**src/sv/mbfp_pkg.sv**
```systemverilog
`timescale 1ns / 1ps
// Shared types, ASCII codes and the decimal number parser step for the frame parser.
// Depends on nothing; every other file but mbfp_ram imports it.
package mbfp_pkg;

    localparam logic [7:0] CH_START = 8'h21;  // '!'
    localparam logic [7:0] CH_END   = 8'h3B;  // ';'
    localparam logic [7:0] CH_DEV   = 8'h44;  // 'D'
    localparam logic [7:0] CH_SEP   = 8'h62;  // 'b'
    localparam logic [7:0] CH_REPORT = 8'h72; // 'r'
    localparam logic [7:0] CH_PLUS  = 8'h2B;
    localparam logic [7:0] CH_MINUS = 8'h2D;
    localparam logic [7:0] CH_SPACE = 8'h20;
    localparam logic [7:0] CH_ZERO  = 8'h30;
    localparam logic [7:0] CH_NINE  = 8'h39;

    localparam int MIN_FRAME_LEN = 4;
    localparam logic [31:0] POS_MAX  = 32'd100;
    localparam logic [31:0] TILT_MAX = 32'd180;
    localparam logic [31:0] INT_MAX  = 32'h7FFF_FFFF;
    localparam logic [31:0] INT_MIN_MAG = 32'h8000_0000;
    localparam logic [2:0] DATA_MAX = 3'd7;

    typedef enum logic [1:0] {
        NUM_LEAD = 2'd0,
        NUM_DIG  = 2'd1,
        NUM_DONE = 2'd2
    } t_num_ph;

    typedef struct packed {
        t_num_ph     ph;
        logic        neg;
        logic        nd;
        logic        big;
        logic [31:0] mag;
    } t_num;

    typedef struct packed {
        logic accept;
        logic close;
        logic scan_ev;
        logic load;
    } t_cmd;

    typedef struct packed {
        logic close_ok;
        logic scan_end;
        logic result_ok;
    } t_sts;

    function automatic logic is_digit(logic [7:0] c);
        return (c >= CH_ZERO) && (c <= CH_NINE);
    endfunction

    function automatic logic is_blank(logic [7:0] c);
        return (c == CH_SPACE) || ((c >= 8'd9) && (c <= 8'd13));
    endfunction

    // One character into a running decimal parse.
    function automatic t_num num_step(t_num s, logic [7:0] c);
        t_num        r;
        logic [35:0] t;
        logic        acc;
        r   = s;
        acc = 1'b0;
        t   = {4'd0, s.mag} * 36'd10 + {32'd0, c[3:0]};
        case (s.ph)
            NUM_LEAD: begin
                if (is_blank(c)) begin
                    r.ph = NUM_LEAD;
                end else if (c == CH_PLUS || c == CH_MINUS) begin
                    r.neg = (c == CH_MINUS);
                    r.ph  = NUM_DIG;
                end else if (is_digit(c)) begin
                    acc  = 1'b1;
                    r.ph = NUM_DIG;
                end else begin
                    r.ph = NUM_DONE;
                end
            end
            NUM_DIG: begin
                if (is_digit(c)) acc = 1'b1;
                else r.ph = NUM_DONE;
            end
            default: r.ph = NUM_DONE;
        endcase
        if (acc) begin
            r.nd = 1'b1;
            if (!s.big) begin
                if (t[35:32] != 4'd0) r.big = 1'b1;
                else r.mag = t[31:0];
            end
        end
        return r;
    endfunction

    function automatic logic num_ok(t_num s);
        return s.nd && !s.big && ((s.mag <= INT_MAX) || (s.neg && s.mag == INT_MIN_MAG));
    endfunction

    function automatic logic num_in_range(t_num s, logic [31:0] lim);
        return (s.mag <= lim) && (!s.neg || s.mag == 32'd0);
    endfunction

endpackage

```
**src/sv/mbfp_ram.sv**
```systemverilog
`timescale 1ns / 1ps
// Generic simple dual-port RAM: one write port, one read port with registered data.
// No dependencies.
module mbfp_ram #(
    parameter int WIDTH = 8,
    parameter int DEPTH = 64
) (
    input  logic                     i_clk,
    input  logic                     i_we,
    input  logic [$clog2(DEPTH)-1:0] i_waddr,
    input  logic [WIDTH-1:0]         i_wdata,
    input  logic [$clog2(DEPTH)-1:0] i_raddr,
    output logic [WIDTH-1:0]         o_rdata
);
    logic [WIDTH-1:0] r_mem [DEPTH];
    logic [WIDTH-1:0] r_rdata;

    always_ff @(posedge i_clk) begin
        if (i_we) r_mem[i_waddr] <= i_wdata;
        r_rdata <= r_mem[i_raddr];
    end

    assign o_rdata = r_rdata;
endmodule

```
**src/sv/mbfp_ctrl.sv**
```systemverilog
`timescale 1ns / 1ps
// Controller: receives bytes, sequences the scan of a closed frame, hands off the result.
// Depends on mbfp_pkg.
module mbfp_ctrl
    import mbfp_pkg::*;
(
    input  logic i_clk,
    input  logic i_rst_n,
    input  logic i_valid,
    output logic o_stall,
    output logic o_valid,
    input  logic i_stall,
    input  t_sts i_sts,
    output t_cmd o_cmd
);
    typedef enum logic [1:0] {
        S_RX   = 2'd0,
        S_RD   = 2'd1,
        S_EV   = 2'd2,
        S_DONE = 2'd3
    } t_state;

    t_state r_state, n_state;
    logic   r_valid, n_valid;
    logic   acc, out_free;

    assign acc      = i_valid && (r_state == S_RX);
    assign out_free = !r_valid || !i_stall;

    always_comb begin
        n_state       = r_state;
        n_valid       = r_valid && i_stall;
        o_cmd.accept  = acc;
        o_cmd.close   = acc && i_sts.close_ok;
        o_cmd.scan_ev = (r_state == S_EV);
        o_cmd.load    = 1'b0;
        unique case (r_state)
            S_RX: if (acc && i_sts.close_ok) n_state = S_RD;
            S_RD: n_state = i_sts.scan_end ? S_DONE : S_EV;
            S_EV: n_state = S_RD;
            S_DONE: begin
                if (!i_sts.result_ok) begin
                    n_state = S_RX;
                end else if (out_free) begin
                    o_cmd.load = 1'b1;
                    n_valid    = 1'b1;
                    n_state    = S_RX;
                end
            end
            default: n_state = S_RX;
        endcase
    end

    always_ff @(posedge i_clk) begin
        if (!i_rst_n) begin
            r_state <= S_RX;
            r_valid <= 1'b0;
        end else begin
            r_state <= n_state;
            r_valid <= n_valid;
        end
    end

    assign o_stall = (r_state != S_RX);
    assign o_valid = r_valid;
endmodule

```
**src/sv/mbfp_dp.sv**
```systemverilog
`timescale 1ns / 1ps
// Datapath: frame store, receive counters, byte-by-byte field scanner and result registers.
// Depends on mbfp_pkg and mbfp_ram.
module mbfp_dp
    import mbfp_pkg::*;
#(
    parameter int MAX_FRAME       = 64,
    parameter int MAX_MOTOR_CHARS = 6
) (
    input  logic        i_clk,
    input  logic        i_rst_n,
    input  t_cmd        i_cmd,
    output t_sts        o_sts,
    input  logic [7:0]  i_rx_byte,
    output logic [47:0] o_motor_id,
    output logic [2:0]  o_motor_len,
    output logic [7:0]  o_command,
    output logic [6:0]  o_position,
    output logic        o_position_valid,
    output logic [7:0]  o_tilt,
    output logic        o_tilt_valid,
    output logic [55:0] o_data_text,
    output logic [2:0]  o_data_len
);
    localparam int CW = $clog2(MAX_FRAME + 1);
    localparam int AW = $clog2(MAX_FRAME);

    logic          r_in_frame, r_d_found;
    logic [CW-1:0] r_count, r_d_idx, r_n, r_idx;
    logic [3:0]    r_mlen;
    logic [47:0]   r_motor;
    logic          r_cmd_found, r_b_found;
    logic [7:0]    r_cmd;
    logic [55:0]   r_data;
    logic [2:0]    r_dcnt;
    t_num          r_pos, r_tilt;
    logic [47:0]   r_o_motor;
    logic [2:0]    r_o_mlen, r_o_dlen;
    logic [7:0]    r_o_cmd, r_o_tilt;
    logic [6:0]    r_o_pos;
    logic          r_o_pv, r_o_tv;
    logic [55:0]   r_o_data;

    logic          we, is_r, pv, tv;
    logic [CW-1:0] mstart;
    logic [7:0]    rd;

    assign we = i_cmd.accept && r_in_frame && i_rx_byte != CH_START && i_rx_byte != CH_END
                && (r_count < CW'(MAX_FRAME));
    assign mstart = r_d_found ? r_d_idx + CW'(1) : CW'(1);

    mbfp_ram #(.WIDTH(8), .DEPTH(MAX_FRAME)) u_store (
        .i_clk   (i_clk),
        .i_we    (we),
        .i_waddr (r_count[AW-1:0]),
        .i_wdata (i_rx_byte),
        .i_raddr (r_idx[AW-1:0]),
        .o_rdata (rd)
    );

    assign o_sts.close_ok  = r_in_frame && i_rx_byte == CH_END
                             && r_count >= CW'(MIN_FRAME_LEN - 1);
    assign o_sts.scan_end  = r_idx >= r_n;
    assign o_sts.result_ok = (r_mlen != 4'd0) && r_cmd_found;

    assign is_r = r_cmd == CH_REPORT;
    assign pv = is_r && r_b_found && num_ok(r_pos) && num_in_range(r_pos, POS_MAX);
    assign tv = is_r && r_b_found && num_ok(r_pos) && num_ok(r_tilt)
                && num_in_range(r_tilt, TILT_MAX);

    // Receive side.
    always_ff @(posedge i_clk) begin
        if (!i_rst_n) begin
            r_in_frame <= 1'b0;
            r_count    <= '0;
            r_d_found  <= 1'b0;
        end else if (i_cmd.accept) begin
            if (i_rx_byte == CH_START) begin
                r_in_frame <= 1'b1;
                r_count    <= CW'(1);
                r_d_found  <= 1'b0;
            end else if (r_in_frame) begin
                if (i_rx_byte == CH_END || r_count >= CW'(MAX_FRAME)) begin
                    r_in_frame <= 1'b0;
                    r_count    <= '0;
                end else begin
                    r_count <= r_count + CW'(1);
                    if (i_rx_byte == CH_DEV && !r_d_found) begin
                        r_d_found <= 1'b1;
                        r_d_idx   <= r_count;
                    end
                end
            end
        end
    end

    // Scanner: one stored byte per evaluation step.
    always_ff @(posedge i_clk) begin
        if (i_cmd.close) begin
            r_n         <= r_count;
            r_idx       <= mstart;
            r_mlen      <= '0;
            r_motor     <= '0;
            r_cmd_found <= 1'b0;
            r_cmd       <= '0;
            r_data      <= '0;
            r_dcnt      <= '0;
            r_b_found   <= 1'b0;
            r_pos       <= '{ph: NUM_LEAD, neg: 1'b0, nd: 1'b0, big: 1'b0, mag: 32'd0};
            r_tilt      <= '{ph: NUM_LEAD, neg: 1'b0, nd: 1'b0, big: 1'b0, mag: 32'd0};
        end else if (i_cmd.scan_ev) begin
            r_idx <= r_idx + CW'(1);
            if (!r_cmd_found) begin
                if (is_digit(rd) && r_mlen < 4'(MAX_MOTOR_CHARS)) begin
                    r_motor <= {r_motor[39:0], rd};
                    r_mlen  <= r_mlen + 4'd1;
                end else begin
                    r_cmd_found <= 1'b1;
                    r_cmd       <= rd;
                end
            end else begin
                if (r_dcnt != DATA_MAX) begin
                    r_data <= {r_data[47:0], rd};
                    r_dcnt <= r_dcnt + 3'd1;
                end
                if (!r_b_found) begin
                    if (rd == CH_SEP) r_b_found <= 1'b1;
                    else r_pos <= num_step(r_pos, rd);
                end else begin
                    r_tilt <= num_step(r_tilt, rd);
                end
            end
        end
    end

    always_ff @(posedge i_clk) begin
        if (i_cmd.load) begin
            r_o_motor <= r_motor;
            r_o_mlen  <= r_mlen[2:0];
            r_o_cmd   <= r_cmd;
            r_o_pos   <= pv ? r_pos.mag[6:0] : 7'd0;
            r_o_pv    <= pv;
            r_o_tilt  <= tv ? r_tilt.mag[7:0] : 8'd0;
            r_o_tv    <= tv;
            r_o_data  <= r_data;
            r_o_dlen  <= r_dcnt;
        end
    end

    assign o_motor_id       = r_o_motor;
    assign o_motor_len      = r_o_mlen;
    assign o_command        = r_o_cmd;
    assign o_position       = r_o_pos;
    assign o_position_valid = r_o_pv;
    assign o_tilt           = r_o_tilt;
    assign o_tilt_valid     = r_o_tv;
    assign o_data_text      = r_o_data;
    assign o_data_len       = r_o_dlen;
endmodule

```
**src/sv/motor_bus_ascii_frame_parser_top.sv**
```systemverilog
`timescale 1ns / 1ps
// Channel   Direction  Signals
// rx byte   in         i_valid / o_stall, i_rx_byte
// frame     out        o_valid / i_stall, o_motor_id .. o_data_len
//
// A received byte is taken while the controller is receiving. On the closing ';' the stored frame
// is scanned through the frame store read port, with a read state and an evaluate state per
// stored byte after the hub prefix, and the input stays stalled until the scan is through.
// Reset (synchronous, active low) empties the frame state and the output register.
// A waiting result does not block reception; it only holds the next scan at its end,
// and the input stays stalled until that result register is free.
// Depends on mbfp_pkg, mbfp_ctrl, mbfp_dp and mbfp_ram.
module motor_bus_ascii_frame_parser_top
    import mbfp_pkg::*;
#(
    parameter int MAX_FRAME       = 64,
    parameter int MAX_MOTOR_CHARS = 6
) (
    input  logic        i_clk,
    input  logic        i_rst_n,
    input  logic        i_valid,
    output logic        o_stall,
    input  logic [7:0]  i_rx_byte,
    output logic        o_valid,
    input  logic        i_stall,
    output logic [47:0] o_motor_id,
    output logic [2:0]  o_motor_len,
    output logic [7:0]  o_command,
    output logic [6:0]  o_position,
    output logic        o_position_valid,
    output logic [7:0]  o_tilt,
    output logic        o_tilt_valid,
    output logic [55:0] o_data_text,
    output logic [2:0]  o_data_len
);
    t_cmd cmd;
    t_sts sts;

    mbfp_ctrl u_ctrl (
        .i_clk   (i_clk),
        .i_rst_n (i_rst_n),
        .i_valid (i_valid),
        .o_stall (o_stall),
        .o_valid (o_valid),
        .i_stall (i_stall),
        .i_sts   (sts),
        .o_cmd   (cmd)
    );

    mbfp_dp #(.MAX_FRAME(MAX_FRAME), .MAX_MOTOR_CHARS(MAX_MOTOR_CHARS)) u_dp (
        .i_clk            (i_clk),
        .i_rst_n          (i_rst_n),
        .i_cmd            (cmd),
        .o_sts            (sts),
        .i_rx_byte        (i_rx_byte),
        .o_motor_id       (o_motor_id),
        .o_motor_len      (o_motor_len),
        .o_command        (o_command),
        .o_position       (o_position),
        .o_position_valid (o_position_valid),
        .o_tilt           (o_tilt),
        .o_tilt_valid     (o_tilt_valid),
        .o_data_text      (o_data_text),
        .o_data_len       (o_data_len)
    );
endmodule

```
**config.mk**
```make
export PLATFORM = sky130hd
export DESIGN_NAME = motor_bus_ascii_frame_parser_top
export DESIGN_NICKNAME = d
export VERILOG_FILES = /design/src/sv/mbfp_pkg.sv /design/src/sv/mbfp_ram.sv /design/src/sv/mbfp_ctrl.sv /design/src/sv/mbfp_dp.sv /design/src/sv/motor_bus_ascii_frame_parser_top.sv
export SDC_FILE = /design/constraint.sdc
export NUM_CORES = 1
export LEC_CHECK = 0
export ABC_AREA = 1
export CORE_MARGIN = 3
export CORE_UTILIZATION = 49
export DETAILED_ROUTE_END_ITERATION = 16
export DONT_BUFFER_PORTS = 1
export GPL_TIMING_DRIVEN = 0
export SLEW_MARGIN = 20
export SYNTH_ARGS = -nofsm -noshare
export SYNTH_HDL_FRONTEND = slang
export SYNTH_SLANG_ARGS = --single-unit
```
**constraint.sdc**
```tcl
create_clock -name i_clk -period 11.68 [get_ports i_clk]
set_input_delay 0.584 -clock i_clk [delete_from_list [all_inputs] [get_ports i_clk]]
set_output_delay 0.584 -clock i_clk [all_outputs]
set_load 0.01 [all_outputs]
```
==> results_dict.tcl <==
set metrics [dict create \
    cts_buffers 91 \
    worstPathArrival_ps 5010 \
    nets 4583 \
    layout-drive-gt1-share_pct 6.73 \
    dr.pass1.iters 6 \
    dr_total_vias 31800 \
    cpMaxStageDelayCell "dfxtp_1" \
    numPortBuffers 0 \
    dpl.cell_count 5454 \
    crit_chain "inv_1 -> fa_1 -> inv_1 -> nand2_1 -> nand2_1 -> nand2_1 -> nor2_1 -> nand2_1 -> nor2_2 -> nand3_2 -> nor2_4 -> nand3_2 -> nor2_4 -> nand3_2 -> o21bai_1 -> nand3_2 -> nor2_8 -> buf_6 -> nand3_1 -> nand2_1 -> nor2_1" \
    critical_path.top_delay_family "simple AND/OR/NAND/NOR gates" \
    die-area_sq_um 88700 \
    yosys_warnings 0 \
    cp_max_fo 10 \
    grtUsageTotal_pct 27.6 \
    fin_crit_sh_pct 38.1 \
    totalPowerFinal_w 0.00630 \
    grt_pass1_wl_um 185000 \
    wl_um 125000 \
    area_growth_pct 11.5 \
    end_kind "register" \
    muxShareOfSynthArea_pct 1.35 \
    min_period_ps 4460 \
    setup_viol 0 \
    max_stage_delay_ps 700 \
    ys.flop_type "edfxtp_1" \
    cts.repair.resized 0 \
    gp_congestion 0.936 \
    maxCapViolations 0 \
    die_x_um 298 \
    slew_headroom_pct 27.6 \
    synth.avg_cell_area_sq_um 9.68 \
    ir_drop_uv 125 \
    rsz0062_at_grt "false" \
    synth_area_leaders "edfxtp_1 (48%), dfxtp_1 (10%), nand2_1 (7.1%)" \
    grt_pass1_vias 29400 \
    antenna_found_initial 1 \
    synth_adder_area_share_pct 4.39 \
    tritoncts "yes" \
    core_sq_um 84100 \
    synth_xor_area_share_pct 1.54 \
    via_per_inst 5.64 \
    grt_remaining_overflow 0 \
    fin_setup_tns_ps 0 \
    synth_compound_area_share_pct 10.0 \
    final.setup_skew_ps 29.9 \
    hpwlAfterDp_um 87300 \
    cp.buffers_inverters 3 \
    drt_iter0_drc 3207 \
    drtAntennaViolNets 0 \
    async_flop_share_pct 0 \
    drc 0 \
    post_cts_buffers 0 \
    synth-seq-area-share_pct 58.4 \
    ys_seq_elements 883 \
    run_status "finished clean" \
    final_cells 5640 \
    syn_nets 4469 \
    worst_pin_slew_ps 1080 \
    critical_path_class "reg -> reg" \
    io_pins 149 \
    finalHoldViolations 0 \
    fmax_ghz 0.224 \
    avgRoutedWirePerCell_um 22.2 \
    final_common_cell "nand2_1" \
    hold_buffers 14 \
    hold_path.class "in -> reg" \
    cts-htree-levels 3 \
    yosys.cell_types.count 55 \
    cts_buffer_depth 3 \
    crit_required_ps 12240 \
    clock_latency_ps 670 \
    rows 106 \
    yosysTopAreaCell "edfxtp_1" \
    synth_edf_count 668 \
    cpMostUsedCell "nand2_1" \
    clock-root-buffer "clkbuf_16" \
    synth_top_area_share_pct 48.1 \
    cp-start-kind "register" \
    drv_slew 0 \
    p_leak_nw 18.1 \
    syn-instance-count 4313 \
    final_cell_mix "nand2_1 (794), edfxtp_1 (668), nor2_1 (577)" \
    dieHeight_um 298 \
    synth_area_sq_um 41700 \
    clk_pin_slew_ps 70 \
    clock-sinks 883 \
    synth_top_family_by_area "simple AND/OR/NAND/NOR gates" \
    grt_start_max_net_pins 68 \
    p_per_area_nw_per_um2 135 \
    synth-simple-area-share_pct 18.2 \
    start_util_pct 49.6 \
]
-- Yosys cell counts (21+ instances only) --
cell type and n:
nand2_1 794, nor3_1 28, inv_1 456, nor2_1 577, o21ai_0 337, edfxtp_1 668, xor2_1 54, a21oi_1 175
o22ai_1 21, dfxtp_1 215, ha_1 140, mux2_2 50, o221ai_1 110, nand4_1 28, clkbuf_1 148, nand3_1 279
-- power breakdown --
group	switching (W)	total, W	internal (W)	leakage, nW
logic	0.00000835	0.0000124	0.00000403	9.17
registers	0.000000119	0.00336	0.00336	7.46
clock network	0.00125	0.00293	0.00168	1.48
-- routing by layer --
| metal | up-vias | GRT usage (%) | wire [um] |
|---|---|---|---|
| met5 | - | 0 | 0 |
| met4 | 0 | 9.08 | 4330 |
| met3 | 258 | 5.08 | 10500 |
| met2 | 1385 | 43.9 | 56700 |
| met1 | 15100 | 38.3 | 53800 |
| li1 | 15100 | - | - |
-- cell families (layout without fill, tap and decap cells) --
kind of cell             after synthesis  count (layout)
buffers and inverters                652             844
AND/OR/NAND/NOR                     1803            1803
AO/OA/AOI/OAI                        710             710
multiplexers                          50              50
flip-flops                           883             883
adder cells (fa/ha/maj)              144             144
XOR/XNOR                              71              71
other                                  0               1
-- state kept, by name, indices dropped and copies added, names as in the netlist, 4 cells and up --
name                  count
u_dp.u_store.r_mem      512
u_dp.r_count              7
u_dp.r_mlen               4
u_dp.r_cmd                8
u_dp.o_motor_id          48
u_dp.o_tilt               8
u_dp.o_command            8
u_dp.r_motor             48
u_dp.r_d_idx              7
u_dp.o_position           7
u_dp.r_n                  7
u_dp.r_idx                7
u_dp.r_data              56
u_dp.o_data_text         56
u_dp.r_tilt              37
u_dp.u_store.o_rdata      8
u_dp.r_pos               37
-- stage by stage --
step,cell area (sq um),hold WS [ps],utilization (%),setup slack (ps)
after floorplan,41700,403,-,3720
after global placement,43200,408,51.3,739
after detailed placement,43400,412,51.6,7210
after CTS,46500,0.00677,55.3,7200
after global routing,46500,1.49,55.3,6900
final,46500,35.2,55.3,7220
-- path summary, 6_finish.rpt --
path / from / end / slack (ps) / cells past startpoint
max: u_dp.u_store.o_rdata[2]$_DFF_P_ / u_dp.r_pos[22]$_SDFFE_PP0P_ / 7220 / 21
min: i_rx_byte[5] / u_dp.u_store.r_mem[16][5]$_DFFE_PP_ / 40 / 0
min reg2reg: u_dp.r_motor[40]$_SDFFE_PP0P_ / u_dp.o_motor_id[40]$_DFFE_PP_ / 420 / 0
max reg2reg: u_dp.u_store.o_rdata[2]$_DFF_P_ / u_dp.r_pos[22]$_SDFFE_PP0P_ / 7220 / 21
-- worst register-to-register path: cells and delay by family, from the launching register on --
family | cells | cell delay [ps]
AND/OR/NAND/NOR | 16 | 2100
buffers and inverters | 3 | 760
flip-flops | 1 | 700
adder cells (fa/ha/maj) | 1 | 580
AO/OA/AOI/OAI | 1 | 180
-- area by class of cell --
| cell class | count | area, sq um |
|---|---|---|
| diodes | 1 | 2.50 |
| plain buffers | 174 | 757 |
| clock buffers | 125 | 2550 |
| clock inverters | 46 | 477 |
| fillers | 7596 | 37600 |
| inverters | 478 | 1790 |
| multi-input cells | 2778 | 14900 |
| flip-flops and latches | 883 | 24400 |
| well taps | 1134 | 1420 |
| repair buffers | 21 | 313 |
(Power assumes the default switching activity.)
